## config.mk

```make
export PLATFORM = sky130hd
export DESIGN_NAME = rls_mul
export DESIGN_NICKNAME = d
export VERILOG_FILES = /design/src/hw/rtl/rls_pkg.sv /design/src/hw/rtl/rls_mul.sv
export SDC_FILE = /design/constraint.sdc
export NUM_CORES = 2
export LEC_CHECK = 0
export BUFFER_PORTS_ARGS = -buffer_cell sky130_fd_sc_hd__buf_2
export CELL_PAD_IN_SITES_DETAIL_PLACEMENT = 0
export CELL_PAD_IN_SITES_GLOBAL_PLACEMENT = 1
export CORE_MARGIN = 8
export CORE_UTILIZATION = 32
export DETAILED_ROUTE_END_ITERATION = 7
export MAX_ROUTING_LAYER = met4
export PLACE_DENSITY_LB_ADDON = 0.2
export SETUP_SLACK_MARGIN = 0.4
export SYNTH_ARGS = -nofsm -noshare
export SYNTH_HDL_FRONTEND = slang
export SYNTH_SLANG_ARGS = --single-unit
```

## constraint.sdc

```tcl
create_clock -name clk -period 9.2 [get_ports clk]
set_input_delay 1.84 -clock clk [delete_from_list [all_inputs] [get_ports clk]]
set_output_delay 1.84 -clock clk [all_outputs]
set_load 0.03 [all_outputs]
```

## src/hw/rtl/rls_pkg.sv

```systemverilog
`timescale 1ns / 1ps
// ----------------------------------------------------------------------------
// rls_pkg: shared types, constants and saturation helpers
// Fixed-point formats, register indexes and the request and response structs
// that connect the sequencer to the multiply and divide units.
// ----------------------------------------------------------------------------
package rls_pkg;

	localparam int FRAC_BITS   = 16;
	localparam int COV_WIDTH   = 48;
	localparam int LAMBDA_FRAC = 30;

	localparam logic signed [63:0] SMAX = 64'sh7FFF_FFFF_FFFF_FFFF;

	// configuration register indexes
	localparam logic [1:0] REG_LAMBDA = 2'd0;
	localparam logic [1:0] REG_DELTA  = 2'd1;
	localparam logic [1:0] REG_INIT1  = 2'd2;
	localparam logic [1:0] REG_INIT2  = 2'd3;

	typedef logic signed [COV_WIDTH-1:0] cov_t;

	// request to a shared unit; lam_shift picks the lambda scaling for a divide
	typedef struct packed {
		logic               start;
		logic               lam_shift;
		logic signed [63:0] a;
		logic signed [63:0] b;
	} op_req_t;

	typedef struct packed {
		logic               done;
		logic signed [63:0] res;
	} op_rsp_t;

	// add clamped to +-(2^63 - 1)
	function automatic logic signed [63:0] sadd(input logic signed [63:0] a,
		input logic signed [63:0] b);
		logic signed [64:0] s;
		s = 65'(a) + 65'(b);
		if (s > 65'(SMAX))
			return SMAX;
		else if (s < -65'(SMAX))
			return -SMAX;
		else
			return s[63:0];
	endfunction

	function automatic logic signed [31:0] sat32(input logic signed [63:0] v);
		if (v > 64'sh7FFF_FFFF)
			return 32'sh7FFF_FFFF;
		else if (v < -64'sh8000_0000)
			return 32'sh8000_0000;
		else
			return v[31:0];
	endfunction

	function automatic cov_t sat_cov(input logic signed [63:0] v);
		logic signed [63:0] mx;
		mx = 64'((64'd1 << (COV_WIDTH - 1)) - 64'd1);
		if (v > mx)
			return cov_t'(mx);
		else if (v < -mx - 64'sd1)
			return cov_t'(-mx - 64'sd1);
		else
			return cov_t'(v);
	endfunction

endpackage

```

## src/hw/rtl/rls_mul.sv

```systemverilog
`timescale 1ns / 1ps
// ----------------------------------------------------------------------------
// rls_mul: iterative fixed-point multiplier
// trunc(a*b / 2^FRAC_BITS) on 64-bit signed operands, saturated to
// +-(2^63 - 1). Four 32x32 partial products, one per cycle.
// ----------------------------------------------------------------------------
module rls_mul
	import rls_pkg::*;
(
	input  logic    clk,
	input  logic    arst_n,
	input  op_req_t req,
	output op_rsp_t rsp
);

	logic [63:0]        x_q, y_q;
	logic               neg_q;
	logic [127:0]       acc_q;
	logic [63:0]        prod_q;
	logic [1:0]         pidx_q;
	logic [2:0]         ph_q;
	logic               busy_q, done_q;
	logic signed [63:0] res_q;

	logic [31:0]  xsel, ysel;
	logic [127:0] prod_sh, acc_sh;
	logic [63:0]  mag_r;

	assign xsel = ph_q[1] ? x_q[63:32] : x_q[31:0];
	assign ysel = ph_q[0] ? y_q[63:32] : y_q[31:0];

	// align the previous partial product
	always_comb begin
		case (pidx_q)
			2'd0:    prod_sh = {64'd0, prod_q};
			2'd3:    prod_sh = {prod_q, 64'd0};
			default: prod_sh = {32'd0, prod_q, 32'd0};
		endcase
	end

	// scale and saturate the magnitude
	assign acc_sh = acc_q >> FRAC_BITS;
	assign mag_r  = (|acc_sh[127:63]) ? SMAX : acc_sh[63:0];

	always_ff @(posedge clk or negedge arst_n) begin
		if (!arst_n) begin
			busy_q <= 1'b0;
			done_q <= 1'b0;
			ph_q   <= '0;
		end else begin
			done_q <= 1'b0;
			if (req.start) begin
				busy_q <= 1'b1;
				ph_q   <= '0;
			end else if (busy_q) begin
				ph_q <= ph_q + 3'd1;
				if (ph_q == 3'd5) begin
					busy_q <= 1'b0;
					done_q <= 1'b1;
				end
			end
		end
	end

	// datapath
	always_ff @(posedge clk) begin
		if (req.start) begin
			x_q   <= req.a[63] ? 64'd0 - req.a : req.a;
			y_q   <= req.b[63] ? 64'd0 - req.b : req.b;
			neg_q <= req.a[63] ^ req.b[63];
			acc_q <= '0;
		end else if (busy_q) begin
			if (ph_q < 3'd4) begin
				prod_q <= 64'(xsel) * 64'(ysel);
				pidx_q <= ph_q[1:0];
			end
			if (ph_q != 3'd0 && ph_q <= 3'd4)
				acc_q <= acc_q + prod_sh;
			if (ph_q == 3'd5)
				res_q <= neg_q ? -$signed(mag_r) : $signed(mag_r);
		end
	end

	assign rsp.done = done_q;
	assign rsp.res  = res_q;

endmodule

```

Word level (Yosys, flattened, before mapping)
Index checks and enable logic that the tools add are counted.
{"block": "totals", "ff_bits": 392, "out_inout_bits": 65, "word_cells": 47}
{"block": "op_classes", "add_sub_neg": 5, "n_mul": 1, "n_lt_le_gt_ge": 2, "n_eq_ne": 2, "mux": 15, "n_bitwise": 2, "reduce_logical": 8}
{"cell": "one-hot mux 128 bit (2 select lines)", "count": 1}
{"cell": "adder 128 bit", "count": 1}
{"cell": "two-way mux 64 bit", "count": 2}
{"cell": "subtractor 1 x 64 -> 64 bit (first input constant)", "count": 2}
{"cell": "two-way mux 63 bit", "count": 2}
{"cell": "multiplier 32 x 32 -> 64 bit", "count": 1}
{"cell": "two-way mux 32 bit", "count": 2}
{"cell": "negator 64 bit", "count": 1}
{"cell": "OR reduction 49 bit", "count": 1}
{"cell": "two-way mux 1 bit", "count": 6}
{"cell": "two-way mux 3 bit", "count": 2}
{"cell": "AND reduction 3 bit", "count": 2}
{"cell": "adder 3 x 1 -> 3 bit (second input constant)", "count": 1}
{"cell": "equality test 3 bit (second input constant)", "count": 1}
{"cell": "<= comparator 3 bit (second input constant)", "count": 1}
{"cell": "less-than comparator 3 bit (second input constant)", "count": 1}
{"cell": "nonzero test 3 bit", "count": 1}
{"cell": "equality test 2 bit (second input constant)", "count": 1}
{"cell": "zero test 2 bit", "count": 1}
{"cell": "AND reduction 2 bit", "count": 1}
{"cell": "nonzero test 2 bit", "count": 1}
{"cell": "logical AND 1 bit", "count": 1}
{"cell": "NOT 1 bit", "count": 1}
{"cell": "bitwise XOR 1 bit", "count": 1}

Depth between registers and ports, before layout
{"block": "logic_depth", "depth_word": 4, "mapped_depth": 32, "depth_no_buf": 28}

Worst setup path before layout
No wires, ideal clock.
{"block": "synth_timing", "kind": "register -> register", "start": "register ph_q[0]", "end": "register prod_q[60], data pin", "setup_time_ns": 0.274, "t_arrival_ns": 8.589, "required_time_ns": 8.926, "slack_ns": 0.337, "path_stages_with_launch": 28, "path_buffers": 4, "period_less_slack_ns": 8.863, "cell_sequence": "dfrtp_1 clkbuf_1 buf_1 mux2i_1 clkbuf_1 nor2_1 fa_1 fa_1 fa_1 inv_1 fa_1 inv_1 fa_1 fa_1 fa_1 fa_1 ha_1 clkbuf_1 a21o_1 a21o_1 a21oi_1 o21ai_0 a41oi_1 or3_1 o41a_1 o41a_1 mux2_2 o2111ai_1"}
{"block": "synth_via", "elab_chain_cells": 2}
{"item": "start, declared", "line": "rls_mul.sv:21", "text": "logic [2:0] ph_q;"}
{"item": "start signal, assigned", "line": "rls_mul.sv:56", "text": "ph_q <= ph_q + 3'd1;"}
{"item": "two-way mux 32 bit", "line": "rls_mul.sv:30", "text": "assign ysel = ph_q[0] ? y_q[63:32] : y_q[31:0];"}
{"item": "multiplier 32 x 32 -> 64 bit", "line": "rls_mul.sv:74", "text": "prod_q <= 64'(xsel) * 64'(ysel);"}
{"item": "end signal, assigned", "line": "rls_mul.sv:74"}
{"item": "end, declared", "line": "rls_mul.sv:19", "text": "logic [63:0] prod_q;"}
No other way between the ends.
A chain may end at the register's enable or synchronous reset.

Final worst setup path
{"block": "layout_timing", "start": "register ph_q[1]", "end": "register prod_q[56], data pin"}
{"block": "layout_via", "elab_chain_cells": 2}
{"item": "two-way mux 32 bit", "line": "rls_mul.sv:29", "text": "assign xsel = ph_q[1] ? x_q[63:32] : x_q[31:0];"}
{"item": "multiplier 32 x 32 -> 64 bit", "line": "rls_mul.sv:74"}
No other way between the ends.

==> run summary <==
HP Class - reg2reg
DRC viols - 0
Pins Over Slew Limit - 0
Total grt overflow - 0
# IOs - 197
Clk buf depth - 3
Max Clk Rate - 0.116 GHz
Crit Path Class - reg2reg
TritonCTS Sinks - 392
Tcrit/Tclk final - 0.939
DRT antenna net count - 0
Largest cells by area after synthesis - fa_1 30%, edfxtp_1 13%, ha_1 8.3%, inv_1 5.8%, nand2_1 5.5%
Total of max-cap violations - 0
Multi-input logic area - 45,100 um2
Total GRT Usage - 0.229
Mapped Area - 59,700 um2
Worst Path Buf+Inv - 10
Ys Warns - 0
Met3 routed WL - 12,900 um
Initial antenna violation count - 3
Yosys cell types - 86
Final hold viol count - 0
Wire length on met2 - 106,000 um
Critical Path RT - 9650 ps
Cell family with most CP delay - adder cells
Max FO, Critical Path - 11
Wl on met1 - 98,800 um
Yosys reg bits - 392
CP peak stage delay - 580 ps
FP Rows - 158
Async SR Flop Fraction - 0.0128
Vias in the first global route - 51,100
First-pass detailed-route iteration total - 7
Max layer used - met4
Die W - 448 um
Vias per cell - 5.21
Status - finished, final reports clean
Routability congestion estimate from global placement - 0.962
Final wirelength - 231,000 um
CTS buffer count - 49
Fill count - 19,200
Die Y - 448 um
Clock Tree Root - clkbuf_16
Sequential cell area fraction in the yosys report - 0.175
Reg area - 10,500 um2
P&R area growth vs syn - 14.2%
Gate Count Post-Synth - 6,840
Setup TNS - 0 ps
Min cycle time layout - 8640 ps
# port buffers - 195
CTS tree - built
H-tree Lvls - 2
Largest area contributor in the netlist - fa_1
Reg2Reg Setup Slack - 560 ps
Starting DRT DRC Count - 3,403
Ratio of cells with drive above 1 in the final layout - 0.110
Yosys top cell area share - 0.301
EDFF count, synth - 259
Skew-Pair Late Insertion Delay - 690 ps
# setup viols final - 0
CP dominant cell by count - fa_1
Nets - 8,443
CORE AREA - 185,000 um2
Clock-pin transition on the worst setup and hold timing paths - 60 ps
First-pass GRT wire length - 335,000 um
Starting Density - 0.322
Slew @ Worst Pin - 1080 ps
Critical path capture point type - flip-flop
Syn nets - 8,267
CP Launch Type - flip-flop
Via count - 49,700
Worst Clk Skew - 44.0 ps
WP data arrival - 9090 ps
Avg Cell Area, Syn - 8.73 um2
RSZ-0062 raised after global routing - true
Full die area - 201,000 um2
Worst path slowest cell - dfrtp_4
Relative slew slack - 0.262
Largest net degree at the start of global routing - 79
WL per Instance - 24.2 um
Ys flop type - edfxtp_1
DPL Wire Length - 185,000 um
-- per-stage QoR --
stage | instances | area, um2 | utilization | worst slack, ps | hold slack [ps]
global route | 9539 | 68100 | 0.367 | 325 | 474
floorplan | 6840 | 59700 | - | 411 | 436
detailed placement | 9380 | 65000 | 0.351 | 204 | 449
CTS | 9479 | 66900 | 0.361 | 373 | 458
finish | 9543 | 68100 | 0.367 | 564 | 456
global placement | 9380 | 65000 | 0.351 | 214 | 446
-- Yosys cell counts, drive strengths merged, types with 83 or more instances --
cell / number
inv: 925
fa: 897
nand2: 873
nor2: 848
ha: 398
a21oi: 367
clkbuf: 332
o21ai: 264
edfxtp: 259
xnor2: 241
dfxtp: 128
a21o: 106
and2: 86
nand4: 84
xor2: 83
-- layout make-up --
type / instances / area share
inverters: 925 / 0.0510
flip-flops and latches: 392 / 0.154
repair buffers: 482 / 0.0615
clock buffers: 67 / 0.0201
clock inverters: 25 / 0.00540
multi-input cells: 5166 / 0.663
diodes: 6 / 0.000220
well taps: 2480 / 0.0455
-- tightest hold or removal path: stages, from the launching register on --
cell and delay (ps):
dfxtp_1 310, nand2_1 50, a21oi_1 50
-- per-layer routing --
| layer | global-route usage | vias up |
|---|---|---|
| li1 | - | 22700 |
| met1 | 0.289 | 24800 |
| met2 | 0.370 | 1643 |
| met3 | 0.0271 | 483 |
| met4 | 0.102 | 0 |
| met5 | - | - |
-- worst paths after layout --
kind,startpoint,to,cells after the start
max in group asynchronous,arst_n,ph_q[0],1
max reg2reg,ph_q[1],prod_q[56],31
min reg2reg,acc_q[7],acc_q[7],2
min in group asynchronous,arst_n,done_q,1
min,acc_q[7],acc_q[7],2
max,ph_q[1],prod_q[56],31
-- sequential cells by signal (all words and copies together), names as in the netlist --
signal and flops:
acc_q 128, busy_q 1, done_q 1, neg_q 1
ph_q 3, pidx_q 2, prod_q 64, res_q 64
x_q 64, y_q 64
-- repair_timing --
item / CTS / global route
resized for setup: 10 / 103
hold buffers: 0 / 0
setup buffers: 6 / 49
gates cloned: 1 / 9
pin swaps: 0 / 33
endpoints found under the setup margin: 15 / 18
-- layout by cell type, fill, tap and decap left out, types with 32 or more instances in the layout --
master,count
a21o_1,106
a21oi_1,365
a22o_1,64
and2_1,84
buf_12,64
buf_2,194
buf_4,196
clkbuf_16,60
dfxtp_1,128
edfxtp_1,259
fa_1,885
ha_1,388
inv_1,924
mux2_2,48
mux2i_2,35
nand2_1,871
nand2b_1,35
nand3_1,49
nand4_1,84
nor2_1,841
nor3_1,69
o21a_1,32
o21ai_0,256
o21bai_1,57
o31ai_1,59
or3_1,45
or4_1,35
xnor2_1,241
xor2_1,83
-- cells by family (layout without fill, tap and decap cells) --
kind of cell,after synthesis,in the layout,share of synthesized area
and+or+nand+nor,2270,2270,0.166
muxes,133,133,0.0236
adders and majority gates,1295,1295,0.384
xor gates and xnor gates,324,324,0.0475
other,0,6,0
buffers and inverters,1282,1499,0.0808
AOI/OAI and AO/OA,1144,1144,0.122
DFF,392,392,0.175
Power is not shown: default switching activity piles up to over one toggle a cycle in this logic, so the estimate is an artifact.
