==> config.mk <==
export PLATFORM = sky130hd
export DESIGN_NAME = rls_div
export DESIGN_NICKNAME = d
export VERILOG_FILES = /design/src/hw/rtl/rls_pkg.sv /design/src/hw/rtl/rls_div.sv
export SDC_FILE = /design/constraint.sdc
export NUM_CORES = 1
export LEC_CHECK = 0
export BUFFER_PORTS_ARGS = -buffer_cell sky130_fd_sc_hd__buf_2
export CORE_MARGIN = 2
export CORE_UTILIZATION = 56
export CTS_CLUSTER_DIAMETER = 30
export CTS_CLUSTER_SIZE = 24
export DETAILED_ROUTE_END_ITERATION = 12
export PLACE_DENSITY = 0.84
export SYNTH_ARGS = -nofsm -noshare
export SYNTH_HDL_FRONTEND = slang
export SYNTH_SLANG_ARGS = --single-unit
export TNS_END_PERCENT = 50
==> constraint.sdc <==
create_clock -name clk -period 8.9 [get_ports clk]
set_input_delay 0.445 -clock clk [delete_from_list [all_inputs] [get_ports clk]]
set_output_delay 0.445 -clock clk [all_outputs]
set_load 0.005 [all_outputs]
==> src/hw/rtl/rls_pkg.sv <==
`timescale 1ns / 1ps
// ----------------------------------------------------------------------------
// rls_pkg: shared types, constants and saturation helpers
// Fixed-point formats, register indexes and the request and response structs
// that connect the sequencer to the multiply and divide units.
// ----------------------------------------------------------------------------
package rls_pkg;

	localparam int FRAC_BITS   = 16;
	localparam int COV_WIDTH   = 48;
	localparam int LAMBDA_FRAC = 30;

	localparam logic signed [63:0] SMAX = 64'sh7FFF_FFFF_FFFF_FFFF;

	// configuration register indexes
	localparam logic [1:0] REG_LAMBDA = 2'd0;
	localparam logic [1:0] REG_DELTA  = 2'd1;
	localparam logic [1:0] REG_INIT1  = 2'd2;
	localparam logic [1:0] REG_INIT2  = 2'd3;

	typedef logic signed [COV_WIDTH-1:0] cov_t;

	// request to a shared unit; lam_shift picks the lambda scaling for a divide
	typedef struct packed {
		logic               start;
		logic               lam_shift;
		logic signed [63:0] a;
		logic signed [63:0] b;
	} op_req_t;

	typedef struct packed {
		logic               done;
		logic signed [63:0] res;
	} op_rsp_t;

	// add clamped to +-(2^63 - 1)
	function automatic logic signed [63:0] sadd(input logic signed [63:0] a,
		input logic signed [63:0] b);
		logic signed [64:0] s;
		s = 65'(a) + 65'(b);
		if (s > 65'(SMAX))
			return SMAX;
		else if (s < -65'(SMAX))
			return -SMAX;
		else
			return s[63:0];
	endfunction

	function automatic logic signed [31:0] sat32(input logic signed [63:0] v);
		if (v > 64'sh7FFF_FFFF)
			return 32'sh7FFF_FFFF;
		else if (v < -64'sh8000_0000)
			return 32'sh8000_0000;
		else
			return v[31:0];
	endfunction

	function automatic cov_t sat_cov(input logic signed [63:0] v);
		logic signed [63:0] mx;
		mx = 64'((64'd1 << (COV_WIDTH - 1)) - 64'd1);
		if (v > mx)
			return cov_t'(mx);
		else if (v < -mx - 64'sd1)
			return cov_t'(-mx - 64'sd1);
		else
			return cov_t'(v);
	endfunction

endpackage

==> src/hw/rtl/rls_div.sv <==
`timescale 1ns / 1ps
// ----------------------------------------------------------------------------
// rls_div: bit-serial fixed-point divider
// trunc(a * 2^s / b), s = FRAC_BITS or LAMBDA_FRAC, saturated; a zero
// divisor gives the saturated sign of a. One quotient bit per cycle.
// ----------------------------------------------------------------------------
module rls_div
	import rls_pkg::*;
(
	input  logic    clk,
	input  logic    arst_n,
	input  op_req_t req,
	output op_rsp_t rsp
);

	localparam logic [1:0] D_IDLE = 2'd0;
	localparam logic [1:0] D_ITER = 2'd1;
	localparam logic [1:0] D_FIN  = 2'd2;
	localparam logic [1:0] D_ZERO = 2'd3;

	logic [1:0]         st_q;
	logic [6:0]         cnt_q;
	logic [127:0]       num_q, quo_q;
	logic [63:0]        rem_q, d_q;
	logic               neg_q, nz_q, aneg_q, done_q;
	logic signed [63:0] res_q;

	logic [63:0]  n_mag, d_mag;
	logic [127:0] num_init;
	logic [64:0]  rem2, diff;
	logic         ge;
	logic [63:0]  mag_r;

	assign n_mag    = req.a[63] ? 64'd0 - req.a : req.a;
	assign d_mag    = req.b[63] ? 64'd0 - req.b : req.b;
	assign num_init = req.lam_shift ? ({64'd0, n_mag} << LAMBDA_FRAC)
	                                : ({64'd0, n_mag} << FRAC_BITS);

	// restoring step
	assign rem2 = {rem_q, num_q[127]};
	assign diff = rem2 - {1'b0, d_q};
	assign ge   = (rem2 >= {1'b0, d_q});

	assign mag_r = (|quo_q[127:63]) ? SMAX : quo_q[63:0];

	always_ff @(posedge clk or negedge arst_n) begin
		if (!arst_n) begin
			st_q   <= D_IDLE;
			done_q <= 1'b0;
			cnt_q  <= '0;
		end else begin
			done_q <= 1'b0;
			case (st_q)
				D_IDLE: begin
					if (req.start) begin
						st_q  <= (d_mag == 64'd0) ? D_ZERO : D_ITER;
						cnt_q <= '0;
					end
				end
				D_ITER: begin
					cnt_q <= cnt_q + 7'd1;
					if (cnt_q == 7'd127)
						st_q <= D_FIN;
				end
				D_FIN, D_ZERO: begin
					st_q   <= D_IDLE;
					done_q <= 1'b1;
				end
				default: st_q <= D_IDLE;
			endcase
		end
	end

	always_ff @(posedge clk) begin
		case (st_q)
			D_IDLE: begin
				num_q  <= num_init;
				d_q    <= d_mag;
				rem_q  <= '0;
				quo_q  <= '0;
				neg_q  <= req.a[63] ^ req.b[63];
				aneg_q <= req.a[63];
				nz_q   <= (n_mag != 64'd0);
			end
			D_ITER: begin
				rem_q <= ge ? diff[63:0] : rem2[63:0];
				num_q <= {num_q[126:0], 1'b0};
				quo_q <= {quo_q[126:0], ge};
			end
			D_FIN:  res_q <= neg_q ? -$signed(mag_r) : $signed(mag_r);
			D_ZERO: res_q <= !nz_q ? 64'sd0 : (aneg_q ? -SMAX : SMAX);
			default: ;
		endcase
	end

	assign rsp.done = done_q;
	assign rsp.res  = res_q;

endmodule

* Word-level counts from Yosys, hierarchy flattened *
Cells that the tools add are included.

operators by class
  add/sub/neg operators = 5
  order comparisons = 1
  equality and inequality tests = 6
  mux-type cells = 19
  bitwise gates (word level) = 1
  reduce and logical (&&, ||, !) cells = 9

operator list
  kind                   count
  $pmux 128 s2           2
  $mux 64                7
  $pmux 64 s2            2
  $sub 1x64->64 const A  2
  $mux 94                1
  $ge 65x64->1           1
  $reduce_or 65->1       1
  $logic_not 64->1       1
  $neg 64->64            1
  $reduce_bool 64->1     1
  $sub 64x64->64         1
  $pmux 7 s2             1
  $add 7x1->7 const B    1
  $eq 7x7->1 const B     1
  $mux 7                 1
  $mux 2                 3
  $pmux 2 s3             1
  $eq 2x2->1 const B     2
  $ne 2x2->1 const B     2
  $reduce_and 2->1       2
  $reduce_bool 2->1      2
  $eq 2x1->1 const B     1
  $logic_not 2->1        1
  $reduce_or 2->1        1
  other kinds (2)        2

word-level totals
  bits in registers = 461
  output and inout port bits = 65
  logic and storage cells = 52

* Logic depth before layout (Yosys ltp) *
Gate-level depths: netlist (run 1).

  depth after elaboration = 6
  depth in mapped cells = 18
  mapped depth without buffers = 16

* Worst setup path after synthesis (run 1) *
OpenSTA, ideal clock, no wires.

  kind = register to register
  from = register st_q[1]
  to = register num_q[78] (data pin)
  setup time = 0.271 ns
  arrival time = 8.027 ns
  data required time = 8.629 ns
  path slack = 0.602 ns
  cell stages (with the launch flop) = 7
  path buffers = 2
  clock period less this slack = 8.298 ns
  path through = dfrtp_1 inv_1 nand2_1 clkbuf_1 clkbuf_1 nor2_1 a21oi_1

on the way
  cells in the longest elaborated chain, start to end = 2
  elaborated cells on any way between the ends = 3

RTL lines
  element                                               line           RTL
  start: declaration                                    rls_div.sv:21  logic [1:0] st_q;
  start signal: assignment                              rls_div.sv:56  st_q <= (d_mag == 64'd0) ? D_ZERO : D_ITER;
  $eq 2x1->1 / $logic_not 2->1 (equally long branches)  rls_div.sv:75  case (st_q)
  $pmux 128 s2 *                                        rls_div.sv:75
  end signal: assignment                                rls_div.sv:77  num_q <= num_init;
  end signal: assignment                                rls_div.sv:87  num_q <= {num_q[126:0], 1'b0};
  end: declaration                                      rls_div.sv:23  logic [127:0] num_q, quo_q;

Mark *: on every way between the ends. The rest lies on a longest branch, timed or not.
A chain may end at the register's enable or synchronous reset.

* Worst setup path after layout (run 1) *
  from = register quo_q[73]
  to = register res_q[50] (data pin)

on the way
  cells in the longest elaborated chain, start to end = 5

RTL lines
  element                   line           RTL
  start: declaration        rls_div.sv:23
  start signal: assignment  rls_div.sv:88  quo_q <= {quo_q[126:0], ge};
  $reduce_or 65->1 *        rls_div.sv:44  assign mag_r = (|quo_q[127:63]) ? SMAX : quo_q[63:0];
  $mux 64 *                 rls_div.sv:44
  $neg 64->64               rls_div.sv:90  D_FIN: res_q <= neg_q ? -$signed(mag_r) : $signed(mag_r);
  $mux 64 *                 rls_div.sv:90
  $pmux 64 s2 *             rls_div.sv:75
  end signal: assignment    rls_div.sv:90
  end signal: assignment    rls_div.sv:91  D_ZERO: res_q <= !nz_q ? 64'sd0 : (aneg_q ? -SMAX : SMAX);
  end: declaration          rls_div.sv:26  logic signed [63:0] res_q;

Marks and branches as above.

==> impl_metrics.prom, run 1 <==
# TYPE chip_impl_metric gauge
chip_impl_info{name="outcome",value="finished clean"} 1
chip_impl_info{name="clock_tree_from_tritoncts",value="done"} 1
chip_impl_metric{name="clock_path_buffers",unit=""} 3
chip_impl_metric{name="peakVddDrop",unit="uV"} 158
chip_impl_metric{name="post-layout-total-power",unit="W"} 0.00925
chip_impl_metric{name="ff2ff_setup_slack",unit="ns"} 3.29
chip_impl_metric{name="postRouteAntennaNets",unit=""} 0
chip_impl_metric{name="first_drt_pass_iteration_count",unit=""} 6
chip_impl_metric{name="layout_worst_path_cycle_share",unit="%"} 63.0
chip_impl_metric{name="netlist.area_leader.share",unit="%"} 47.9
chip_impl_metric{name="layout.filler_cells",unit=""} 3447
chip_impl_metric{name="dp.final_hpwl",unit="mm"} 48.9
chip_impl_info{name="setup.worst_path.end_class",value="flip-flop"} 1
chip_impl_metric{name="path_clk_slew",unit="ns"} 0.05
chip_impl_metric{name="first_global_vias",unit=""} 21778
chip_impl_metric{name="cpPeakStageDelay",unit="ns"} 0.73
chip_impl_metric{name="timing.max_cap.violations",unit=""} 0
chip_impl_metric{name="hold_depth",unit=""} 1
chip_impl_metric{name="postSynthCellCount",unit=""} 2767
chip_impl_metric{name="globalRoute.totalOverflow",unit=""} 0
chip_impl_info{name="path_class",value="reg -> reg"} 1
chip_impl_metric{name="final-max-slew-violation-count",unit=""} 0
chip_impl_metric{name="synthesis.yosys.warnings",unit=""} 0
chip_impl_metric{name="postSynthAreaPerCell",unit="um2"} 9.86
chip_impl_metric{name="synth-seq-area-share",unit="%"} 48.8
chip_impl_metric{name="ioPinCount",unit=""} 197
chip_impl_metric{name="timing.max_slew.rel_slack",unit="%"} 22.8
chip_impl_metric{name="cts_max_level",unit=""} 3
chip_impl_metric{name="gr-usage-all-layers",unit="%"} 28.4
chip_impl_info{name="cp_slowest_cell",value="o41ai_2"} 1
chip_impl_metric{name="worst_slew_pin_slew",unit="ns"} 1.16
chip_impl_metric{name="num_vias",unit=""} 22927
chip_impl_metric{name="drc_errors",unit=""} 0
chip_impl_info{name="reg2reg_from",value="quo_q[73]"} 1
chip_impl_info{name="synth.largest_area_cell",value="edfxtp_1"} 1
chip_impl_metric{name="place.gp.congestion",unit=""} 0.936
chip_impl_metric{name="synth_enable_flop_cells",unit=""} 435
chip_impl_metric{name="cp_max_fanout",unit=""} 56
chip_impl_info{name="min_path_type",value="in -> reg"} 1
chip_impl_metric{name="timing.clock.skew",unit="ns"} 0.0250
chip_impl_info{name="hold_end",value="d_q[0]"} 1
chip_impl_metric{name="postRouteWirelength",unit="mm"} 72.7
chip_impl_metric{name="syn-num-nets",unit=""} 2968
chip_impl_metric{name="ys_seq_elements",unit=""} 445
chip_impl_metric{name="clock_latency_late_sink",unit="ns"} 0.63
chip_impl_metric{name="power-per-cell-area",unit="mW/mm2"} 291
chip_impl_metric{name="starting_density",unit="%"} 56.9
chip_impl_info{name="crit_path_cell_trace",value="nor4_1 -> nand4_1 -> nor3_1 -> nand2_2 -> buf_4 -> nor2_1 -> ha_1 -> or3b_1 -> or3_1 -> or3_1 -> nor2_1 -> nand4_1 -> o41ai_2 -> o21ai_0 -> xor2_1 -> o21ai_0"} 1
chip_impl_metric{name="wl_per_cell",unit="um"} 20.1
chip_impl_metric{name="drt_iter0_markers",unit=""} 3061
chip_impl_info{name="synthFlopType",value="edfxtp_1"} 1
chip_impl_metric{name="worst-endpoint-arrival",unit="ns"} 5.95
chip_impl_metric{name="drive_gt1_share",unit="%"} 15.7
chip_impl_metric{name="fin_setup_tns",unit="ns"} 0
chip_impl_metric{name="antenna_found_initial",unit=""} 1
chip_impl_metric{name="via_per_inst",unit=""} 6.34
chip_impl_metric{name="maxClockFrequency",unit="GHz"} 0.178
chip_impl_metric{name="grt_start_max_net_pins",unit=""} 139
chip_impl_metric{name="rr_worst_depth",unit=""} 16
chip_impl_metric{name="finalSetupViolCount",unit=""} 0
chip_impl_info{name="timing.critical_path.from_type",value="flip-flop"} 1
chip_impl_metric{name="clkSinkCount",unit=""} 445
chip_impl_metric{name="die_y",unit="um"} 225
chip_impl_metric{name="post_layout_min_period",unit="ns"} 5.61
chip_impl_metric{name="core_area",unit="mm2"} 0.0479
chip_impl_info{name="critical_path.top_delay_family",value="simple AND/OR/NAND/NOR gates"} 1
chip_impl_metric{name="p_leak",unit="nW"} 12.7
chip_impl_info{name="synthTopCellsByArea",value="edfxtp_1 (48%), xnor2_1 (4.2%), and2_1 (3.9%)"} 1
chip_impl_info{name="r2r_end",value="res_q[50]"} 1
chip_impl_info{name="clock_tree.root_cell",value="clkbuf_16"} 1
chip_impl_info{name="hold_start",value="req[0]"} 1
chip_impl_info{name="rsz_0062_raised_after_global_routing",value="no"} 1
chip_impl_metric{name="required_time_of_the_critical_path",unit="ns"} 9.24
chip_impl_metric{name="netlist_area",unit="mm2"} 0.0273
chip_impl_metric{name="cts-buffers-inserted",unit=""} 88
chip_impl_metric{name="fp.dieArea",unit="mm2"} 0.0505
chip_impl_metric{name="die_x",unit="um"} 225
chip_impl_metric{name="std_cell_rows",unit=""} 80
chip_impl_metric{name="port_buffers",unit=""} 196
chip_impl_metric{name="layout-area-overhead-vs-synth",unit="%"} 16.5
chip_impl_metric{name="final_hold_viol_count",unit=""} 0
chip_impl_metric{name="grt_first_pass_wirelength",unit="mm"} 115
chip_impl_metric{name="path_buf_inv",unit=""} 1
chip_impl_metric{name="async_reset_ff_share",unit="%"} 2.25
chip_impl_metric{name="final_net_count",unit=""} 3124
chip_impl_metric{name="synth.distinct_cells",unit=""} 96
where the power goes:
group	total, W	leakage (nW)	switching, W	internal [W]
Clock	0.00346	1.53	0.00117	0.00229
Combinational	0.00281	6.36	0.00173	0.00108
Sequential	0.00298	4.84	0.000185	0.00279
Total	0.00925	12.7	0.00308	0.00617
state kept, by name, summed over array words and instances (netlist names):
| signal | flops |
|---|---|
| quo_q | 128 |
| num_q | 112 |
| d_q | 64 |
| rem_q | 64 |
| res_q | 64 |
| cnt_q | 7 |
| st_q | 2 |
| aneg_q | 1 |
| done_q | 1 |
| neg_q | 1 |
| nz_q | 1 |
metal layers:
layer / share of wire (%) / vias up / track usage [%] / routed length [um]
li1: - / 10480 / - / -
met5: 0 / - / 0 / 0
met1: 41 / 10859 / 37.9 / 29600
met4: 3.5 / 0 / 11.0 / 2570
met2: 47 / 1370 / 45.8 / 34000
met3: 9.1 / 218 / 5.62 / 6580
repair_timing:
action	in CTS	in global routing
hold buffers	1	0
hold endpoints to repair	10	0
buffers inserted	0	0
gates resized for setup	0	0
how the worst max path moves through the flow:
stage | end | start | depth (start not counted)
3_3_place_gp | res_q[62] | quo_q[104] | 16
2_1_floorplan | num_q[78] | st_q[1] | 6
4_1_cts | res_q[50] | quo_q[73] | 16
3_5_place_dp | res_q[62] | quo_q[73] | 16
5_1_grt | res_q[50] | quo_q[73] | 16
6_report | res_q[50] | quo_q[73] | 16
cell type report:
type,instances,area [um2],share of cell area [%]
multi-input combinational,2076,13000,41.1
sequential,445,13300,41.9
antenna,1,2.50,0.00788
clock buffer,102,2350,7.39
tap,615,769,2.42
timing repair buffer,212,1100,3.47
clock inverter,64,802,2.52
inverter,100,383,1.21
worst register-to-register path, delay by kind of cell (launching register included):
kind | cells | cell delay, ns
and+or+nand+nor | 10 | 3.16
buffers and inverters | 1 | 0.34
xor gates and xnor gates | 1 | 0.19
AOI/OAI and AO/OA | 3 | 1.06
adders and majority gates | 1 | 0.17
DFF | 1 | 0.39
logic make-up (layout without fill, tap and decap cells):
family,after synthesis,count (layout),synth area share [%]
AO/OA/AOI/OAI,677,677,15.5
XOR/XNOR,217,217,6.97
adder cells (fa/ha/maj),69,69,3.19
buffers and inverters,246,478,3.45
flip-flops,445,445,48.8
multiplexers,48,48,1.95
other,0,1,0
AND/OR/NAND/NOR,1065,1065,20.1
through the flow:
stage	util (%)	hold WS, ns	worst slack (ns)	instances	cell area, um2
2_1_floorplan	-	0.149	0.602	2767	27300
3_3_place_gp	59.7	0.328	3.76	3447	28600
3_5_place_dp	59.7	0.333	3.58	3447	28600
4_1_cts	66.3	0.0451	3.41	3614	31800
5_1_grt	66.3	0.0578	2.93	3614	31800
6_report	66.3	0.0680	3.29	3615	31800
cell usage after synthesis, drive strengths merged, types with 27 or more instances:
cell type	n
and2	171
nor4	45
a21oi	210
xor2	86
or4	29
xnor2	131
nand4	51
nand3	47
a21o	36
ha	68
mux2	41
edfxtp	435
nor2	241
clkbuf	128
or3	47
nand2b	27
inv	100
nor3	64
o31ai	55
nand2	275
o21ai	217
cell usage in the layout (no fill, tap or decap), drive strengths merged, types with 47 or more instances in the layout:
| cell | netlist | layout |
|---|---|---|
| nand2 | 275 | 275 |
| clkbuf | 128 | 102 |
| nand3 | 47 | 47 |
| ha | 68 | 68 |
| o21ai | 217 | 217 |
| buf | 18 | 211 |
| xnor2 | 131 | 131 |
| xor2 | 86 | 86 |
| nor3 | 64 | 64 |
| a21oi | 210 | 210 |
| nor2 | 241 | 241 |
| or3 | 47 | 47 |
| o31ai | 55 | 55 |
| edfxtp | 435 | 435 |
| nand4 | 51 | 51 |
| inv | 100 | 109 |
| and2 | 171 | 171 |
Power figures use the tool's default switching activity.
==> run 2, diff against run 1 <==
CORE_UTILIZATION = 60   (was 56)
PLACE_DENSITY = 0.85   (was 0.84)
clock period = 5.36 ns   (was 8.9 ns; I/O delays follow)
==> run 2 against run 1 <==
Against the previous run: count of clock-buffer cells in the layout is 4 lower; combinational power is 70% higher; flip-flop and latch count unchanged; non-clock buffer count up 20; routed wire length down 3.9%.
==> impl_metrics.prom, run 2 (synthesized netlist as in run 1, its figures left out) <==
# TYPE chip_impl_metric gauge
chip_impl_info{name="outcome",value="finished clean"} 1
chip_impl_info{name="path_common_cell",value="or3_1"} 1
chip_impl_metric{name="max_reg_flops",unit=""} 128
chip_impl_metric{name="port_buffers",unit=""} 196
chip_impl_metric{name="drive_gt1_share",unit="%"} 16.2
chip_impl_metric{name="cp_max_fanout",unit=""} 5
chip_impl_metric{name="timing.max_cap.violations",unit=""} 0
chip_impl_info{name="most_common_cell_after_layout_fill_and_taps_aside",value="edfxtp_1"} 1
chip_impl_metric{name="fp.dieArea",unit="mm2"} 0.0472
chip_impl_metric{name="post_cts.resized_instances",unit=""} 0
chip_impl_metric{name="drt_iter0_markers",unit=""} 2541
chip_impl_info{name="setup.worst_path.end_class",value="flip-flop"} 1
chip_impl_metric{name="core_area",unit="mm2"} 0.0451
chip_impl_metric{name="rr_worst_depth",unit=""} 17
chip_impl_metric{name="fin_hold_ws",unit="ns"} 0.0191
chip_impl_info{name="final_cell_mix",value="edfxtp_1 (435), nand2_1 (271), nor2_1 (240)"} 1
chip_impl_metric{name="clock_path_buffers",unit=""} 3
chip_impl_info{name="timing.critical_path.from_type",value="flip-flop"} 1
chip_impl_metric{name="clock_latency_late_sink",unit="ns"} 0.65
chip_impl_metric{name="final_net_count",unit=""} 3142
chip_impl_metric{name="path_buf_inv",unit=""} 2
chip_impl_metric{name="die_y",unit="um"} 217
chip_impl_metric{name="wl_per_cell",unit="um"} 19.3
chip_impl_metric{name="gr-usage-all-layers",unit="%"} 29.4
chip_impl_metric{name="timing.clock.skew",unit="ns"} 0.0344
chip_impl_metric{name="postRouteWirelength",unit="mm"} 69.9
chip_impl_metric{name="first_global_vias",unit=""} 21106
chip_impl_metric{name="postRouteAntennaNets",unit=""} 0
chip_impl_metric{name="worst-path-stages",unit=""} 17
chip_impl_metric{name="required_time_of_the_critical_path",unit="ns"} 5.71
chip_impl_metric{name="layout-area-overhead-vs-synth",unit="%"} 16.7
chip_impl_metric{name="cts-buffers-inserted",unit=""} 86
chip_impl_metric{name="num_vias",unit=""} 22467
chip_impl_metric{name="maxClockFrequency",unit="GHz"} 0.206
chip_impl_metric{name="first_drt_pass_iteration_count",unit=""} 6
chip_impl_metric{name="std_cell_rows",unit=""} 78
chip_impl_info{name="rsz_0062_raised_after_global_routing",value="no"} 1
chip_impl_metric{name="hold_depth",unit=""} 2
chip_impl_metric{name="cts_max_level",unit=""} 3
chip_impl_metric{name="worst_slew_pin_slew",unit="ns"} 1.22
chip_impl_info{name="layout_top_registers",value="quo_q (128), num_q (112)"} 1
chip_impl_metric{name="starting_density",unit="%"} 60.5
chip_impl_metric{name="grt_start_max_net_pins",unit=""} 208
chip_impl_metric{name="final_critical_path_setup_slack",unit="ns"} 0.498
chip_impl_info{name="clock_tree.root_cell",value="clkbuf_16"} 1
chip_impl_metric{name="globalRoute.totalOverflow",unit=""} 0
chip_impl_metric{name="fin_setup_tns",unit="ns"} 0
chip_impl_metric{name="dp_slack",unit="ns"} 0.380
chip_impl_metric{name="post_layout_min_period",unit="ns"} 4.86
chip_impl_metric{name="via_per_inst",unit=""} 6.21
chip_impl_metric{name="final-max-slew-violation-count",unit=""} 0
chip_impl_info{name="largest_register_by_flop_count",value="quo_q"} 1
chip_impl_info{name="r2r_end",value="res_q[62]"} 1
chip_impl_metric{name="power-per-cell-area",unit="mW/mm2"} 476
chip_impl_info{name="crit_path_cell_trace",value="nor4_1 -> nand4_1 -> nor3_1 -> buf_4 -> nand2_2 -> nor2_1 -> ha_1 -> or3b_1 -> or3_1 -> or3_1 -> nor2_1 -> nand4_1 -> buf_4 -> or3_1 -> o31ai_1 -> xnor2_1 -> o21ai_0"} 1
chip_impl_metric{name="layout_worst_path_cycle_share",unit="%"} 90.7
chip_impl_info{name="hold_start",value="req[6]"} 1
chip_impl_metric{name="timing.max_slew.rel_slack",unit="%"} 18.6
chip_impl_metric{name="finalSetupViolCount",unit=""} 0
chip_impl_metric{name="grt_first_pass_wirelength",unit="mm"} 111
chip_impl_info{name="critical_path.top_delay_family",value="simple AND/OR/NAND/NOR gates"} 1
chip_impl_info{name="cp_slowest_cell",value="or3_1"} 1
chip_impl_metric{name="ioPinCount",unit=""} 197
chip_impl_metric{name="utilization",unit="%"} 70.6
chip_impl_info{name="path_class",value="reg -> reg"} 1
chip_impl_info{name="hold_end",value="d_q[6]"} 1
chip_impl_metric{name="dp.final_hpwl",unit="mm"} 47.7
chip_impl_metric{name="peakVddDrop",unit="uV"} 321
chip_impl_metric{name="drc_errors",unit=""} 0
chip_impl_metric{name="place.gp.congestion",unit=""} 0.969
chip_impl_metric{name="p_leak",unit="nW"} 12.7
chip_impl_metric{name="antenna_found_initial",unit=""} 3
chip_impl_metric{name="final_hold_viol_count",unit=""} 0
chip_impl_metric{name="cpPeakStageDelay",unit="ns"} 0.46
chip_impl_metric{name="worst-endpoint-arrival",unit="ns"} 5.22
chip_impl_metric{name="ff2ff_setup_slack",unit="ns"} 0.50
chip_impl_metric{name="clkSinkCount",unit=""} 445
chip_impl_metric{name="die_x",unit="um"} 217
chip_impl_info{name="reg2reg_from",value="quo_q[92]"} 1
chip_impl_metric{name="path_clk_slew",unit="ns"} 0.05
chip_impl_info{name="clock_tree_from_tritoncts",value="done"} 1
chip_impl_info{name="min_path_type",value="in -> reg"} 1
## run 2: through the flow
| stage | std cells | cell area (um2) | total power [W] |
|---|---|---|---|
| after floorplan | 2767 | 27500 | 0.00845 |
| after global placement | 3439 | 28700 | 0.00940 |
| after detailed placement | 3439 | 28700 | 0.00955 |
| after CTS | 3610 | 31800 | 0.0151 |
| after global routing | 3614 | 31800 | 0.0159 |
| final | 3615 | 31800 | 0.0151 |
## run 2: area by class of cell
type / instances / area (um2)
multi-input cells: 2076 / 13100
inverters: 100 / 379
flip-flops and latches: 445 / 13300
repair buffers: 232 / 1300
fillers: 3268 / 13300
clock buffers: 98 / 2240
clock inverters: 62 / 714
diodes: 2 / 5.00
well taps: 600 / 751
## run 2: layer usage
layer  part of all wire (%)  vias to the layer above  track usage (%)
li1                       -                    10515                -
met1                     42                    10700             40.0
met2                     47                     1096             47.5
met3                    8.4                      154             5.09
met4                    2.8                        2             11.1
met5                  0.019                        -                0
## run 2: where the power goes
part	leakage, nW	switching (W)	internal [W]	total, W
sequential	4.84	0.000314	0.00464	0.00495
combinational	6.47	0.00292	0.00186	0.00478
clock	1.43	0.00191	0.00349	0.00540
## run 2: what timing repair did
action | in CTS | in global routing
endpoints found under the setup margin | 0 | 2
endpoints found under the hold margin | 21 | 0
setup buffers | 0 | 3
hold buffers | 11 | 0
## run 2: worst max path at each step
stage,start,slack (ns),to
5_1_grt,quo_q[92],0.20,res_q[62]
2_1_floorplan,st_q[1],-0.64,rem_q[13]
3_5_place_dp,quo_q[90],0.38,res_q[62]
3_3_place_gp,quo_q[117],0.61,res_q[62]
4_1_cts,quo_q[92],0.33,res_q[62]
6_report,quo_q[92],0.50,res_q[62]
